**config.mk**
```make
export PLATFORM = sky130hd
export DESIGN_NAME = trm_decode
export DESIGN_NICKNAME = d
export VERILOG_FILES = /design/src/rtl/trm_pkg.sv /design/src/rtl/trm_decode.sv
export SDC_FILE = /design/constraint.sdc
export NUM_CORES = 1
export LEC_CHECK = 0
export ABC_AREA = 1
export BUFFER_PORTS_ARGS = -buffer_cell sky130_fd_sc_hd__buf_2
export CORE_UTILIZATION = 25
export DETAILED_ROUTE_END_ITERATION = 6
export PLACE_DENSITY_LB_ADDON = 0.12
export SLEW_MARGIN = 20
export SYNTH_ARGS = -nofsm -noshare
export SYNTH_HDL_FRONTEND = slang
export SYNTH_SLANG_ARGS = --single-unit
export TNS_END_PERCENT = 50
```
**constraint.sdc**
```tcl
create_clock -name vclk -period 5.35
set_input_delay 0.535 -clock vclk [all_inputs]
set_output_delay 0.535 -clock vclk [all_outputs]
set_load 0.02 [all_outputs]
```
**src/rtl/trm_pkg.sv**
```systemverilog
// Shared types and constants for the tiled row append merge block.
// Depends on nothing; trm_decode and the top level import it.
package trm_pkg;

   localparam int TILE_WORDS = 512;
   localparam int TILE_ROWS  = 32;
   localparam int WORD_W     = 32;
   localparam int OFF_W      = 9;
   localparam int TILE_W     = 15;
   localparam int START_W    = 20;
   localparam int COUNT_W    = 6;
   localparam int ROW_W      = 5;
   localparam int ABS_W      = TILE_W + ROW_W;
   localparam int PADDR_W    = 3;
   localparam int PDATA_W    = 32;

   // Item commands.
   localparam logic CMD_LOAD  = 1'b0;
   localparam logic CMD_MERGE = 1'b1;

   // Register byte addresses.
   localparam logic [PADDR_W-1:0] REG_START_ROW = 3'd0;
   localparam logic [PADDR_W-1:0] REG_ROW_COUNT = 3'd4;

   typedef enum logic [1:0] {
      SRC_KEPT  = 2'd0,
      SRC_DELTA = 2'd1,
      SRC_ZERO  = 2'd2
   } src_type;

   typedef struct packed {
      src_type          src;
      logic [OFF_W-1:0] rd_addr;
   } dec_type;

endpackage

```
**src/rtl/trm_decode.sv**
```systemverilog
// Offset decode and row classification for one merge word.
// Depends on trm_pkg.
module trm_decode
   import trm_pkg::*;
(
   input  logic [OFF_W-1:0]   word_offset,
   input  logic [TILE_W-1:0]  tile_index,
   input  logic [START_W-1:0] start_row,
   input  logic [COUNT_W-1:0] row_count,
   output dec_type            dec
);

   logic [ROW_W-1:0]   row;
   logic [ABS_W-1:0]   abs_row;
   logic [START_W-1:0] added;
   logic               kept;
   logic               appended;

   always_comb begin
      // Bit 8 picks the row half, bits 6..3 the row inside the face.
      row      = {word_offset[8], word_offset[6:3]};
      abs_row  = {tile_index, row};
      kept     = abs_row < start_row;
      added    = abs_row - start_row;
      // Appended rows past the one delta tile are clipped to zero fill.
      appended = (added[START_W-1:ROW_W] == '0) &&
                 ({1'b0, added[ROW_W-1:0]} < row_count);
      if (kept) begin
         dec.src = SRC_KEPT;
      end else if (appended) begin
         dec.src = SRC_DELTA;
      end else begin
         dec.src = SRC_ZERO;
      end
      dec.rd_addr = {added[4], word_offset[7], added[3:0], word_offset[2:0]};
   end

endmodule

```
## Yosys cells after proc, flatten, opt, wreduce, memory -nomap -nowiden

Index checks and enable logic that the tools add are counted.

- Register bits after elaboration: 0

- Add/sub/neg operators: 1
- Order comparisons: 2
- Muxes and demuxes: 2
- Reduce and logical (&&, ||, !) cells: 2

Operator list:

| operator | number |
|---|---|
| $lt 20x20->1 | 1 |
| $sub 20x20->20 | 1 |
| $logic_not 15->1 | 1 |
| $lt 5x6->1 | 1 |
| $mux 2 | 2 |
| $logic_and 1x1->1 | 1 |

## Depth between registers and ports, before layout

- Depth after elaboration: 5
- Mapped depth: 17

## Least setup slack after synthesis

OpenSTA, ideal clock, no wires.

- Path kind: input to output
- From: input port word_offset[3]
- To: output port dec[9] in the netlist's numbering
- Arrival time: 3.041 ns
- Data required time: 4.815 ns
- Setup slack: 1.774 ns
- Stages: 15
- Cell sequence: inv_1 -> ha_1 -> fa_1 -> inv_1 -> nand2_1 -> nand2_1 -> and2_4 -> xor2_1 -> ha_1 -> nand4_1 -> o211a_1 -> nand3_1 -> nor2_1 -> nand4_1 -> nor2_1

RTL lines:

| element | line | text |
|---|---|---|
| from (decl) | trm_decode.sv:6 | `input logic [OFF_W-1:0] word_offset,` |
| to (decl) | trm_decode.sv:10 | `output dec_type dec` |

==> key figures <==
Routing
  – Detailed-route DRC error count: 4
  – 1st-pass router iterations: 6
  – Vias per cell: 4.25
  – Routed wire length: 4.62 mm
  – Antenna-violating nets left: 0
  – Routed WL per cell: 9.96 um
  – Vias: 1972
  – Detailed Route Iter0 Violations: 108

Layout
  – Seq Cell Count: 0
  – Filler cells: 815
  – Share of post-route cells with drive strength above 1: 17.8%
  – CLK BUF: 0
  – Antenna cells: 0
  – Sequential Area: 0 um^2
  – Nets: 464
  – Area grow syn2layout: 19.5%
  – Finished Cell Area: 2030 um^2

Floorplan
  – Initial Util: 26.3%
  – Top Ports: 61
  – Die Ht: 84.5 um
  – Die W: 84.5 um
  – Core area: 6460 um^2
  – FP Rows: 29
  – Die ar.: 7140 um^2

Clock network
  – CTS Hold Bufs: 0
  – # resized after CTS: 0
  – Setup Fix Bufs, Post-CTS: 0

Hold path
  – Path type of the worst min-delay path: in2out
  – Worst Hold Depth: 0

GRT
  – Gr ovfl total: 0
  – Initial antenna violation count: 0
  – First-pass GRT wire length: 7.89 mm
  – Largest net degree at the start of global routing: 7
  – Vias in the first global route: 1818
  – Gr usage total: 13.0%

STA
  – Fmax: 288 MHz
  – Slew HR: 72.8%
  – Max-slew violations: 0
  – RSZ-0062 raised after global routing: false
  – Final Hold Viols: 0
  – Worst Max-Slew Pin Slew: 405 ps
  – Sum Neg Setup Slack: 0 ps
  – Endpoints failing setup: 0
  – Period utilisation layout: 65.0%
  – Hold slack: 1070 ps
  – Minimum clock period: 3480 ps

Pwr
  – Sw frac: 61.5%
  – Seq pwr share: 0%
  – Internal: 0.0000848 W
  – Clock power share: 0%
  – Max IR drop VDD: 31.3 uV
  – Comb pwr share: 100.0%
  – NetSw: 0.000136 W
  – P_leak: 1.34 nW
  – Pwr Density: 108 nW/um^2

Logic synthesis
  – Mapped Cells: 338
  – Largest family of logic cells by synthesized area: simple AND/OR/NAND/NOR gates
  – Post-Syn Nets: 413
  – Simple-Gate Fraction of Synth Area: 50.8%
  – Synthesized cell area: 1700 um^2
  – Largest area contributor in the netlist: nand2_1
  – Library cells used by synthesis: 29
  – Compound-Gate Fraction of Synth Area: 7.28%
  – Post-synthesis adder-cell area fraction: 18.8%
  – Synth area leaders: nand2_1 26%, inv_1 19%, ha_1 18%
  – Sequential area share after synthesis: 0%
  – Post-Synth XOR/XNOR Area: 2.06%
  – Synth warnings: 0
  – Mean Syn Cell Area: 5.03 um^2
  – Post-synthesis mux area share: 0%
  – Yosys top cell area share: 25.6%

Outcome
  – Status: complete, but fails checks
  – Failing checks: DRC

Flow run
  – MaxCap Viol Count: 0

Critical path
  – CP Class: in2out
  – Crit path DAT: 2940 ps
  – Worst Setup End Kind: output port
  – CP max FO: 3
  – Crit start category: input pin
  – CP required: 4820 ps

Place
  – Port bufs: 53
  – Placed cell areas: 2030 um^2
  – Hpwl dp: 4.25 mm
  – GPL Wtd Cong: 0.786
[stage by stage]
step | power (W) | setup slack, ps | instances | util, %
after floorplan | 0.000164 | 1770 | 338 | -
after global placement | 0.000222 | 1940 | 464 | 31.5
after detailed placement | 0.000222 | 1840 | 464 | 31.5
after CTS | 0.000223 | 1840 | 464 | 31.5
after global routing | 0.000255 | 1630 | 464 | 31.5
final | 0.000220 | 1870 | 464 | 31.5
[worst paths after layout]
kind / startpoint / endpoint
max: word_offset[3] / dec[9]
min: word_offset[2] / dec[2]
[worst max-delay path, cell delays in order]
cell	delay (ps)
buf_2	70
inv_1	30
ha_1	210
fa_1	400
inv_1	110
nand2_1	60
nand2_1	90
and2_4	160
xor2_1	200
ha_1	280
nand4_1	100
o211a_1	160
nand3_1	80
nor2_1	90
nand4_1	120
nor2_1	90
buf_2	160
[layer usage]
metal / share of wire, % / up-vias / track usage [%]
li1: - / 1124 / -
met1: 52 / 816 / 19.1
met2: 45 / 32 / 22.7
met3: 2.8 / 0 / 0.295
met4: 0 / 0 / 0
met5: 0 / - / 0
[synthesized netlist by cell type]
cell type,number
nand2_1,116
buf_4,4
nor4_1,1
nor2_2,2
and2_4,1
nand3_1,22
a21oi_1,18
clkinv_1,1
nand3_2,2
nor2_1,24
fa_1,1
o21ai_0,2
nor2_4,1
ha_1,24
o31ai_1,1
nand2_4,1
nand2_2,6
o211a_1,1
a31oi_1,1
inv_1,84
and2_2,1
xor2_1,2
xnor2_1,2
nand4_1,9
nor3_1,3
inv_2,2
or2_0,1
and2_1,1
nand3b_1,4
[layout make-up]
type,instances,area (um^2),share of cell area [%]
Tap cell,77,96.3,4.74
Inverter,87,327,16.1
Multi-Input combinational cell,247,1340,66.1
Timing Repair Buffer,53,265,13.1
[cell usage in the layout (no fill, tap or decap)]
master and instances:
a21oi_1 18, a31oi_1 1, and2_1 1, and2_2 1, and2_4 1, buf_2 53, clkinv_1 1, fa_1 1
ha_1 24, inv_1 84, inv_2 2, nand2_1 116, nand2_2 6, nand2_4 1, nand3_1 22, nand3_2 2
nand3b_1 4, nand4_1 9, nor2_1 24, nor2_2 2, nor2_4 1, nor3_1 3, nor4_1 1, o211a_1 1
o21ai_0 2, o31ai_1 1, or2_0 1, xnor2_1 2, xor2_1 2
[logic make-up after synthesis]
logic type,after synthesis
simple gates,195
buf+inv,91
fa+ha+maj,25
compound gates,23
xor+xnor,4
[power by group through the flow]
stage | Combinational [W] | Clock [W] | Sequential (W)
after CTS | 0.000223 | 0 | 0
after global routing | 0.000255 | 0 | 0
after floorplan | 0.000164 | 0 | 0
after global placement | 0.000222 | 0 | 0
final | 0.000220 | 0 | 0
after detailed placement | 0.000222 | 0 | 0
No activity file was read; power rests on OpenSTA's default activity.
